===== config.mk =====
export PLATFORM = sky130hd
export DESIGN_NAME = lss_queue
export DESIGN_NICKNAME = d
export VERILOG_FILES = /design/src/rtl/core/lss_pkg.sv /design/src/rtl/core/lss_queue.sv
export SDC_FILE = /design/constraint.sdc
export NUM_CORES = 1
export LEC_CHECK = 0
export BUFFER_PORTS_ARGS = -buffer_cell sky130_fd_sc_hd__clkbuf_2
export CAP_MARGIN = 0
export CORE_UTILIZATION = 30
export DETAILED_ROUTE_END_ITERATION = 16
export GPL_TIMING_DRIVEN = 0
export HOLD_SLACK_MARGIN = 0.06
export PLACE_DENSITY = 0.47
export SLEW_MARGIN = 30
export SYNTH_ARGS = -nofsm -noshare
export SYNTH_HDL_FRONTEND = slang
export SYNTH_SLANG_ARGS = --single-unit

===== constraint.sdc =====
create_clock -name clock -period 2.4 [get_ports clock]
set_input_delay 0.6 -clock clock [delete_from_list [all_inputs] [get_ports clock]]
set_output_delay 0.6 -clock clock [all_outputs]
set_load 0.02 [all_outputs]

===== src/rtl/core/lss_pkg.sv =====
// Shared types and constants for the 3x3 Laplacian sharpening stream.
// No dependencies; every other file in rtl/core refers to it by scoped names.
package lss_pkg;

   localparam int SAMPLE_W    = 8;
   localparam int ROW_W       = 16;
   localparam int CH_W        = 3;
   localparam int CFG_WIDTH_W = 11;
   localparam int PADDR_W     = 4;
   localparam int PDATA_W     = 32;

   localparam int QUEUE_DEPTH = 4;
   localparam int QPTR_W      = 2;
   localparam int QCNT_W      = 3;

   typedef logic [SAMPLE_W-1:0] sample_type;
   typedef logic [1:0]          reg_idx_type;

   localparam reg_idx_type REG_IMAGE_WIDTH   = 2'd0;
   localparam reg_idx_type REG_IMAGE_HEIGHT  = 2'd1;
   localparam reg_idx_type REG_CHANNEL_COUNT = 2'd2;

   localparam logic [CFG_WIDTH_W-1:0] RESET_IMAGE_WIDTH   = 11'd640;
   localparam logic [ROW_W-1:0]       RESET_IMAGE_HEIGHT  = 16'd480;
   localparam logic [CH_W-1:0]        RESET_CHANNEL_COUNT = 3'd1;

   // One classified word: the five taps of a sample plus its position flags.
   typedef struct packed {
      sample_type centre;
      sample_type above;
      sample_type below;
      sample_type left_nb;
      sample_type right_nb;
      logic       interior;
      logic       last_row;
      logic       last_col;
   } entry_type;

endpackage


===== src/rtl/core/lss_queue.sv =====
// Short word queue between the front end and the result stage.
// Uses lss_pkg for the word type and depth.
module lss_queue (
   input  logic               clock,
   input  logic               reset,
   input  logic               push,
   input  lss_pkg::entry_type push_entry,
   output logic               full,
   input  logic               pop,
   output lss_pkg::entry_type pop_entry,
   output logic               not_empty
);

   lss_pkg::entry_type              slot_ff [lss_pkg::QUEUE_DEPTH];
   logic [lss_pkg::QPTR_W-1:0]      wr_ptr_ff, wr_ptr_in;
   logic [lss_pkg::QPTR_W-1:0]      rd_ptr_ff, rd_ptr_in;
   logic [lss_pkg::QCNT_W-1:0]      count_ff, count_in;

   assign full      = count_ff == lss_pkg::QCNT_W'(lss_pkg::QUEUE_DEPTH);
   assign not_empty = count_ff != '0;
   assign pop_entry = slot_ff[rd_ptr_ff];

   always_comb begin
      wr_ptr_in = push ? wr_ptr_ff + lss_pkg::QPTR_W'(1) : wr_ptr_ff;
      rd_ptr_in = pop  ? rd_ptr_ff + lss_pkg::QPTR_W'(1) : rd_ptr_ff;
      count_in  = count_ff;
      if (push && !pop) begin
         count_in = count_ff + lss_pkg::QCNT_W'(1);
      end else if (pop && !push) begin
         count_in = count_ff - lss_pkg::QCNT_W'(1);
      end
   end

   always_ff @(posedge clock) begin
      if (reset) begin
         wr_ptr_ff <= '0;
         rd_ptr_ff <= '0;
         count_ff  <= '0;
      end else begin
         wr_ptr_ff <= wr_ptr_in;
         rd_ptr_ff <= rd_ptr_in;
         count_ff  <= count_in;
      end
   end

   always_ff @(posedge clock) begin
      if (push) begin
         slot_ff[wr_ptr_ff] <= push_entry;
      end
   end

   a_no_overflow: assert property (@(posedge clock) disable iff (reset) !(push && full))
      else $error("queue written while full");
   a_no_underflow: assert property (@(posedge clock) disable iff (reset) !(pop && !not_empty))
      else $error("queue read while empty");

endmodule


==> results.py <==
metrics = {
    "synthesis": {
        "synth.top_cells.by_area": "edfxtp_1, mux4_2, dfxtp_1",
        "synthDistinctLibCells": 21,
        "synth.top_cell.area_share_pct": 77.2,
        "netlist_top_cells_count": "edfxtp_1, mux4_2, dfxtp_1, nor2_1, ha_1",
        "synth.ff_latch_count": 181,
        "synth.most_common_cell": "edfxtp_1",
        "netlist_instances": 269,
        "yosys_most_used_dff": "edfxtp_1",
        "ys_async_sr_fraction_pct": 0,
        "netlist.top_cell.by_area": "edfxtp_1",
        "postSynthNetCount": 322,
        "synth_edf_count": 172,
        "synth_seq_area_share_pct": 79.9,
        "synthesis.yosys.warnings": 0,
        "syn_avg_cell_area_sq_um": 24.9,
        "area_of_the_mapped_netlist_sq_um": 6690,
    },
    "worst_setup_path": {
        "critPathRequiredTime_ps": 1800,
        "critical_path.max_stage_delay_ps": 510,
        "cp_top_family": "multiplexers",
        "timing.critical_path.to_type": "output pin",
        "critPathMaxFanout": 6,
        "critical_path_cell_list": "buf_12 -> clkbuf_16 -> mux4_2 -> buf_6",
        "worst-path-buf-inv": 3,
        "cp_data_arrival_time_ps": 1770,
        "critical_path_s_slowest_cell": "mux4_2",
        "crit_path_start_kind": "flip-flop",
        "crit-reg2reg-launch": "wr_ptr_ff[0]$_SDFFE_PP0P_",
        "setup.worst_path.class": "reg -> out",
        "worst_r2r_endpoint": "slot_ff[0][41]$_DFFE_PP_",
        "timing.reg2reg.setup_slack_ps": 850,
        "ff2ff_path_depth": 4,
    },
    "global_route": {
        "wire_length_of_the_first_global_routing_pass_um": 18500,
        "grt.overflow.total": 0,
        "pin_count_of_the_biggest_net_entering_global_routing": 36,
        "antenna_found_initial": 0,
        "first_global_vias": 3229,
        "gr-usage-all-layers_pct": 11.7,
    },
    "floorplan": {
        "num_io_pins": 92,
        "die_height_um": 151,
        "core_region_area_sq_um": 21800,
        "fp_rows": 54,
        "initial_core_util_pct": 30.7,
        "dieArea_sq_um": 22900,
        "die_w_um": 151,
    },
    "route": {
        "detailedRoute.firstPassIterationCount": 4,
        "post-route-drc-count": 0,
        "drt.antenna.violating_nets": 0,
        "wl_um": 12800,
        "dr_total_vias": 3038,
        "wire_per_inst_um": 18.9,
        "vias_per_cell": 4.47,
        "drt-initial-drc-count": 121,
    },
    "run_status": {
        "result_of_the_run": "complete, no violations",
    },
    "worst_hold_path": {
        "min_to": "slot_ff[2][14]$_DFFE_PP_",
        "hold_path_startpoint": "push_entry[14]",
        "hold_class": "in -> reg",
        "hold_path_depth": 1,
    },
    "flow_run": {
        "max_cap_violations": 0,
    },
    "cts": {
        "hold_fix_buffers_at_cts": 0,
        "number_of_clock_sinks": 181,
        "cts_max_path_buffers": 2,
        "clk-insertion-delay-late_ps": 420,
        "cts_max_level": 4,
        "cts-buffers-inserted": 17,
        "tritoncts": "yes",
        "ctsRootBufferMaster": "clkbuf_16",
        "worst_setup_hold_path_clk_slew_ps": 80,
    },
    "placed_design": {
        "placed_area_sq_um": 7590,
        "buffer_ports.inserted": 90,
        "globalplace.congestion": 0.650,
        "dp_hpwl_um": 7660,
        "placed_cells": 643,
    },
    "layout": {
        "nets": 440,
        "layoutNonFillerInstCount": 680,
        "finish.instance_area_sq_um": 8560,
        "n_antenna_cell": 0,
        "post_route_cells_drive_above_1_share_pct": 46.8,
        "layout.core_utilization_pct": 39.2,
        "area_delta_synth_final_pct": 28.0,
    },
    "pwr": {
        "leakagePower_nw": 2.93,
        "vdd.ir_drop.worst_mv": 0.419,
        "pwr_per_cell_area_nw_per_um2": 871,
        "power_after_layout_mw": 7.46,
    },
    "sta": {
        "achievable-frequency_mhz": 422,
        "max-slew-margin-rel_pct": 72.9,
        "rsz0062_at_grt": "yes",
        "fin_worst_hold_slack_ps": 392,
        "slew_viol_final": 0,
        "setup_violations": 0,
        "worst_pin_slew_ps": 407,
        "layout_skew_ps": 12.5,
        "period_needed_ps": 2370,
        "min_period_over_period_pct": 98.7,
        "hold_viol_final": 0,
    },
}
[worst max path at each step]
stage	from	end	cells past startpoint
after floorplan	push	slot_ff[0][0]$_DFFE_PP_	1
after global placement	push	slot_ff[1][34]$_DFFE_PP_	2
after detailed placement	flip-flop	pop_entry[36]	4
after CTS	flip-flop	pop_entry[36]	4
after global routing	flip-flop	pop_entry[36]	4
final	flip-flop	pop_entry[37]	4
[cell families (layout without fill, tap and decap cells)]
| logic type | after synthesis | count (layout) | share of synthesized area [%] |
|---|---|---|---|
| adders and majority gates | 6 | 6 | 1.23 |
| DFF | 181 | 181 | 79.9 |
| muxes | 45 | 45 | 14.9 |
| buffers and inverters | 15 | 146 | 2.00 |
| xor gates and xnor gates | 5 | 5 | 0.655 |
| and+or+nand+nor | 15 | 15 | 1.12 |
| AOI/OAI and AO/OA | 2 | 2 | 0.149 |
[layer usage]
layer	vias up	global-route usage (%)	wire, um
li1	1369	-	-
met1	1590	14.4	5710
met2	71	18.8	6330
met3	8	4.49	684
met4	0	4.05	115
met5	-	0	0
[state kept, by name (all words and copies together) (netlist names), named ones only]
register   count
count_ff       3
slot_ff      172
wr_ptr_ff      2
rd_ptr_ff      2
[through the flow]
step,setup slack [ps],setup TNS (ps)
finish,30.8,0
CTS,-47.8,-368
detailed placement,189,0
global placement,-898,-151410
global route,-53.7,-1060
floorplan,357,0
[repair_timing]
item	4_1_cts	5_1_grt
setup buffers	1	0
gates cloned	1	4
pin swaps	0	0
resized for setup	10	118
setup endpoints to repair	40	37
[layout make-up]
type | instances | area, sq um
buffer | 10 | 134
tap | 280 | 350
clock inverter | 15 | 168
sequential | 181 | 5350
fill | 1995 | 13300
inverter | 4 | 15.0
multi-input combinational | 73 | 1220
clock buffer | 17 | 425
timing repair buffer | 100 | 905
[report_power, final]
part	internal, mW	total [mW]	leakage (nW)	switching (mW)
Sequential	3.62	3.67	1.66	0.0457
Combinational	0.507	1.01	0.983	0.498
Clock	1.56	2.79	0.287	1.23
[cells in the final DEF (no fill, tap or decap), types with 2 or more instances in the layout]
cell        count
buf_12          8
mux4_1          2
inv_8           2
ha_1            5
buf_4           5
clkbuf_2       49
edfxtp_1      172
nor2_1          7
mux4_2         41
clkbuf_16      21
buf_2           4
xor2_1          3
buf_6          37
inv_6           6
mux2i_1         2
buf_16          2
clkinvlp_4      2
dfxtp_1         7
bufinv_16       2
or3_1           2
inv_1           4
xnor2_1         2
and2_4          4
Power figures use the tool's default switching activity.
