$ cat config.mk
export PLATFORM = sky130hd
export DESIGN_NAME = lss_back_flat
export DESIGN_NICKNAME = d
export VERILOG_FILES = /design/src/rtl/core/lss_pkg.sv /design/src/rtl/core/lss_stream_if.sv /design/src/rtl/core/lss_back.sv /design/src/flat_wrapper.sv
export SDC_FILE = /design/constraint.sdc
export NUM_CORES = 1
export LEC_CHECK = 0
export BUFFER_PORTS_ARGS = -buffer_cell sky130_fd_sc_hd__buf_2
export CORE_MARGIN = 2
export CORE_UTILIZATION = 35
export CTS_CLUSTER_DIAMETER = 40
export DETAILED_ROUTE_END_ITERATION = 7
export RECOVER_POWER = 25
export SYNTH_ARGS = -nofsm -noshare
export SYNTH_HDL_FRONTEND = slang
export SYNTH_SLANG_ARGS = --single-unit
$ cat constraint.sdc
create_clock -name clock -period 9.7 [get_ports clock]
set_input_delay 1.455 -clock clock [delete_from_list [all_inputs] [get_ports clock]]
set_output_delay 1.455 -clock clock [all_outputs]
set_load 0.005 [all_outputs]
$ cat src/rtl/core/lss_pkg.sv
// Shared types and constants for the 3x3 Laplacian sharpening stream.
// No dependencies; every other file in rtl/core refers to it by scoped names.
package lss_pkg;

   localparam int SAMPLE_W    = 8;
   localparam int ROW_W       = 16;
   localparam int CH_W        = 3;
   localparam int CFG_WIDTH_W = 11;
   localparam int PADDR_W     = 4;
   localparam int PDATA_W     = 32;

   localparam int QUEUE_DEPTH = 4;
   localparam int QPTR_W      = 2;
   localparam int QCNT_W      = 3;

   typedef logic [SAMPLE_W-1:0] sample_type;
   typedef logic [1:0]          reg_idx_type;

   localparam reg_idx_type REG_IMAGE_WIDTH   = 2'd0;
   localparam reg_idx_type REG_IMAGE_HEIGHT  = 2'd1;
   localparam reg_idx_type REG_CHANNEL_COUNT = 2'd2;

   localparam logic [CFG_WIDTH_W-1:0] RESET_IMAGE_WIDTH   = 11'd640;
   localparam logic [ROW_W-1:0]       RESET_IMAGE_HEIGHT  = 16'd480;
   localparam logic [CH_W-1:0]        RESET_CHANNEL_COUNT = 3'd1;

   // One classified word: the five taps of a sample plus its position flags.
   typedef struct packed {
      sample_type centre;
      sample_type above;
      sample_type below;
      sample_type left_nb;
      sample_type right_nb;
      logic       interior;
      logic       last_row;
      logic       last_col;
   } entry_type;

endpackage

$ cat src/rtl/core/lss_stream_if.sv


interface lss_rsp_if;
   logic               valid;
   logic               ready;
   lss_pkg::sample_type sample_out;
   logic               frame_last;

   modport source (output valid, output sample_out, output frame_last, input ready);
   modport sink   (input valid, input sample_out, input frame_last, output ready);
endinterface

$ cat src/rtl/core/lss_back.sv
// Result stage: pops classified words, forms 5*centre minus the four
// neighbours with saturation (zero on borders), and adds the border word on the last row.
module lss_back (
   input  logic               clock,
   input  logic               reset,
   input  logic               q_valid,
   input  lss_pkg::entry_type q_entry,
   output logic               q_pop,
   lss_rsp_if.source          rsp_stream
);

   logic                out_valid_ff, out_valid_in;
   lss_pkg::sample_type out_sample_ff, out_sample_in;
   logic                out_last_ff, out_last_in;
   logic                second_ff, second_in;
   logic                second_last_ff, second_last_in;
   logic                load;

   logic [10:0]         centre_x5;
   logic [9:0]          nb_sum;
   logic signed [11:0]  diff;
   lss_pkg::sample_type sharp;

   assign centre_x5 = {1'b0, q_entry.centre, 2'b00} + {3'b000, q_entry.centre};
   assign nb_sum    = {2'b00, q_entry.above} + {2'b00, q_entry.below}
                    + {2'b00, q_entry.left_nb} + {2'b00, q_entry.right_nb};
   assign diff      = $signed({1'b0, centre_x5}) - $signed({2'b00, nb_sum});

   always_comb begin
      // clamp to 0..255; borders give zero
      if (!q_entry.interior || diff < 0) begin
         sharp = '0;
      end else if (diff > 12'sd255) begin
         sharp = '1;
      end else begin
         sharp = diff[lss_pkg::SAMPLE_W-1:0];
      end
   end

   assign load  = !out_valid_ff || rsp_stream.ready;
   assign q_pop = load && !second_ff && q_valid;

   always_comb begin
      out_valid_in   = out_valid_ff;
      out_sample_in  = out_sample_ff;
      out_last_in    = out_last_ff;
      second_in      = second_ff;
      second_last_in = second_last_ff;
      if (load) begin
         if (second_ff) begin
            // the border word owed by a last-row sample
            out_valid_in  = 1'b1;
            out_sample_in = '0;
            out_last_in   = second_last_ff;
            second_in     = 1'b0;
         end else if (q_valid) begin
            out_valid_in   = 1'b1;
            out_sample_in  = sharp;
            out_last_in    = 1'b0;
            second_in      = q_entry.last_row;
            second_last_in = q_entry.last_col;
         end else begin
            out_valid_in = 1'b0;
         end
      end
   end

   always_ff @(posedge clock) begin
      if (reset) begin
         out_valid_ff <= 1'b0;
         second_ff    <= 1'b0;
      end else begin
         out_valid_ff <= out_valid_in;
         second_ff    <= second_in;
      end
   end

   always_ff @(posedge clock) begin
      out_sample_ff  <= out_sample_in;
      out_last_ff    <= out_last_in;
      second_last_ff <= second_last_in;
   end

   assign rsp_stream.valid      = out_valid_ff;
   assign rsp_stream.sample_out = out_sample_ff;
   assign rsp_stream.frame_last = out_last_ff;

   a_second_follows: assert property (@(posedge clock) disable iff (reset)
      second_ff |-> out_valid_ff)
      else $error("border word owed with no word on the output");
   a_last_is_border: assert property (@(posedge clock) disable iff (reset)
      (out_valid_ff && out_last_ff) |-> (out_sample_ff == '0))
      else $error("frame end word is not a border word");

endmodule

$ cat src/flat_wrapper.sv
// flat-port wrapper written by rule: the top's interface ports become plain ports
module lss_back_flat 
  (clock, reset, q_valid, q_entry, q_pop, rsp_stream_valid, rsp_stream_sample_out, rsp_stream_frame_last, rsp_stream_ready);
  lss_rsp_if rsp_stream_i ();
  input  logic clock;
  input  logic reset;
  input  logic q_valid;
  input  lss_pkg::entry_type q_entry;
  output logic q_pop;
  output wire logic [$bits(rsp_stream_i.valid)-1:0] rsp_stream_valid;
  output wire logic [$bits(rsp_stream_i.sample_out)-1:0] rsp_stream_sample_out;
  output wire logic [$bits(rsp_stream_i.frame_last)-1:0] rsp_stream_frame_last;
  input wire logic [$bits(rsp_stream_i.ready)-1:0] rsp_stream_ready;
  assign rsp_stream_valid = rsp_stream_i.valid;
  assign rsp_stream_sample_out = rsp_stream_i.sample_out;
  assign rsp_stream_frame_last = rsp_stream_i.frame_last;
  assign rsp_stream_i.ready = rsp_stream_ready;
  lss_back u_core (.clock(clock), .reset(reset), .q_valid(q_valid), .q_entry(q_entry), .q_pop(q_pop), .rsp_stream(rsp_stream_i));
endmodule
==> metrics.csv <==
metric;value;unit
status;complete, no violations;
synth_top_cell_area_share;0.1826;
max_stage_delay;0.49;ns
pin_count;58;
layout-drive-gt1-share;0.2527;
synthAdderAreaFrac;0.3640;
worst-path-buf-inv;3;
cts-resized-gates;0;
worst_pin_slew;0.7361;ns
synth_area_in_compound_gates;0.1732;
post_cts_buffers;0;
layout_commonest_cell;sky130_fd_sc_hd__buf_2;
finClkSkew;0.0002149;ns
seq_area_frac_synth;0.1713;
yosys_register_bits;12;
route.antenna.remaining_nets;0;
detailed_place.area;0.002362;mm2
fp-row-count;27;
insertion_delay;0.24;ns
worst_r2r_path_depth;6;
mostFrequentLayoutCells;sky130_fd_sc_hd__buf_2, sky130_fd_sc_hd__inv_1, sky130_fd_sc_hd__ha_1;
routed_via_density;4.646;
io_buffer_count;57;
synth_cell_types;41;
yosysWarnings;0;
mean_cell_area_of_the_mapped_netlist;9.372;um2
crit_path_max_fanout;6;
seq_power_share;0.116;
drt_pre_antenna_iters;4;
cts.root.buffer_cell;sky130_fd_sc_hd__clkbuf_8;
fin_tns_setup;0;ns
setup_viol;0;
power_density;338.1;mW/mm2
maxSlewViolCount;0;
worst_ep_arrival_time;6.53;ns
irDropWorstVdd;0.1266;mV
design_area;0.002407;mm2
crit_slowest_cell;sky130_fd_sc_hd__fa_1;
cts.path.max_buffers;2;
syn_area;0.001987;mm2
slack_of_the_worst_reg_to_reg_path;8.23;ns
timing.critical_path.max_delay_family;adder cells;
grt_pass1_wl;6.596;mm
timing.critical_path.depth;21;
clock_tree.htree_level_count;1;
overflow;0;
p_comb_frac;0.828;
worst_setup_hold_path_clk_slew;0.05;ns
antenna_found_initial;0;
via_count_of_the_first_global_routing_pass;1552;
timing.hold.worst.start;u_core.second_last_ff;
die_h;79.35;um
post_synth_xor_area_fraction;0.07494;
post_synthesis_simple_gate_area_fraction;0.1335;
p_int;0.4165;mW
drc;0;
hpwl;3.292;mm
slew_headroom;0.5074;
worstSetupEndpointType;flip-flop;
power.share.switching;0.4883;
rsz0062_at_grt;false;
power_switching;0.3974;mW
drt_iter0_markers;33;
numClockSinks;12;
wl;3.720;mm
power.share.clock;0.057;
synth_top_family_by_area;adder cells;
initial_core_util;0.3608;
post_cts_hold_buffer_count;0;
synth_top_area_cell;sky130_fd_sc_hd__ha_1;
synthesis.instances;212;
critPathRequiredTime;9.68;ns
worstSetupStartpointType;input pin;
finalHoldViolCount;0;
fin_crit;6.558;ns
path_common_cell;sky130_fd_sc_hd__fa_1;
min_to;u_core.rsp_stream.frame_last;
areaGrowthSynthToFinish;21.16;%
crit-reg2reg-capture;u_core.rsp_stream.sample_out[3];
min_path_cells;1;
worstPathCellList;buf_2 -> ha_1 -> inv_1 -> fa_1 -> fa_1 -> inv_1 -> ha_1 -> fa_1 -> a21o_1 -> a21oi_1 -> o21bai_1 -> a21oi_1 -> xor2_1 -> fa_1 -> ha_1 -> a21oi_4 -> nand2_2 -> a211oi_4 -> mux2_2 -> a31oi_4 -> o21ai_1;
cts-buffers-inserted;3;
min_period_over_period;0.6760;
critPathKind;input pin to flip-flop;
detail_route.wl_per_cell;10.78;um
die_area;0.006296;mm2
drv.max_cap_violation_count;0;
synth_nets;306;
min_path_type;flip-flop to flip-flop;
max_freq;152.5;MHz
die_w;79.35;um
final_net_count;368;
antenna_cells_inserted;0;
gp_congestion;0.7894;
grtUsageTotal;0.1269;
fp.coreArea;0.005507;mm2
regToRegStartpoint;u_core.second_ff;
yosys-top-cells-area;sky130_fd_sc_hd__ha_1, sky130_fd_sc_hd__fa_1, sky130_fd_sc_hd__edfxtp_1;
cellLeakagePower;1.216;nW
cts_tree;done;
vias;1603;
grt_start_max_net_pins;10;
synthMuxAreaShare;0.01134;
## worst max-delay path by stage
stage	start	endpoint	slack, ns
2_1_floorplan	q_entry[19]	u_core.rsp_stream.sample_out[5]	3.32
3_5_place_dp	q_entry[19]	u_core.rsp_stream.sample_out[3]	2.90
6_report	q_entry[19]	u_core.rsp_stream.sample_out[3]	3.14
3_3_place_gp	q_entry[19]	u_core.rsp_stream.sample_out[5]	3.00
4_1_cts	q_entry[19]	u_core.rsp_stream.sample_out[3]	3.14
5_1_grt	q_entry[19]	u_core.rsp_stream.sample_out[3]	2.87
## state kept, by name, summed over array words and instances, names as in the netlist
register	cells
u_core.rsp_stream.frame_last	1
u_core.rsp_stream.sample_out	8
u_core.second_ff	1
u_core.rsp_stream.valid	1
u_core.second_last_ff	1
## cell type report
type                       instances  area, um2
sequential                        12      340.3
multi-input combinational        162       1504
fill                             570       3099
tap                               72      90.09
timing repair buffer              57      285.3
clock buffer                       4      45.04
inverter                          38      142.6
## per-stage QoR
| stage | total power, mW | setup WS (ns) | hold slack [ns] | std cells | util |
|---|---|---|---|---|---|
| after detailed placement | 0.7727 | 2.901 | 0.5336 | 341 | 0.4290 |
| after global routing | 0.9148 | 2.867 | 0.5635 | 345 | 0.4372 |
| after global placement | 0.7652 | 3.002 | 0.5092 | 341 | 0.4290 |
| final | 0.8139 | 3.142 | 0.5427 | 345 | 0.4372 |
| after CTS | 0.8234 | 3.135 | 0.5458 | 345 | 0.4372 |
| after floorplan | 0.6433 | 3.323 | 0.5026 | 212 | - |
## synthesized netlist by cell type, drive strengths merged
cell,n
a22oi,1
ha,29
nand4,1
xor2,9
o21bai,1
a21oi,17
dfxtp,2
o21ai,9
o32ai,1
nand3,3
o31a,1
a211oi,4
o41ai,1
fa,18
nor2b,7
and2,1
and4b,1
mux2,2
edfxtp,10
nor4,3
inv,38
nand2,5
nor3b,2
o211a,1
o21a,2
nand4b,1
xnor2,8
o31ai,1
a31oi,1
a21o,7
nor3,6
nor2,14
nand2b,5
## layer usage
layer / GRT usage / wire, um / share of wire
met5: 0 / 0 / 0
met4: 0.01552 / 17 / 0.0046
met3: 0.01705 / 121 / 0.033
met2: 0.2237 / 1750 / 0.47
met1: 0.1700 / 1831 / 0.49
## power groups by stage
stage / Combinational (mW) / Sequential (mW) / Clock (mW)
after floorplan: 0.545 / 0.0980 / 0
after global placement: 0.670 / 0.0949 / 0
after detailed placement: 0.677 / 0.0953 / 0
after CTS: 0.682 / 0.0946 / 0.0470
after global routing: 0.769 / 0.0959 / 0.0496
final: 0.674 / 0.0940 / 0.0462
## worst register-to-register path, delay by kind of cell (launching register included)
family,cells,cell delay [ns]
AOI/OAI and AO/OA,5,0.69
and+or+nand+nor,1,0.27
DFF,1,0.36
## cell families after synthesis
| logic type | after synthesis |
|---|---|
| multiplexers | 2 |
| flip-flops | 12 |
| AO/OA/AOI/OAI | 47 |
| buffers and inverters | 38 |
| AND/OR/NAND/NOR | 49 |
| XOR/XNOR | 17 |
| adder cells (fa/ha/maj) | 47 |
Note: power is estimated with default switching activity, not from simulation.
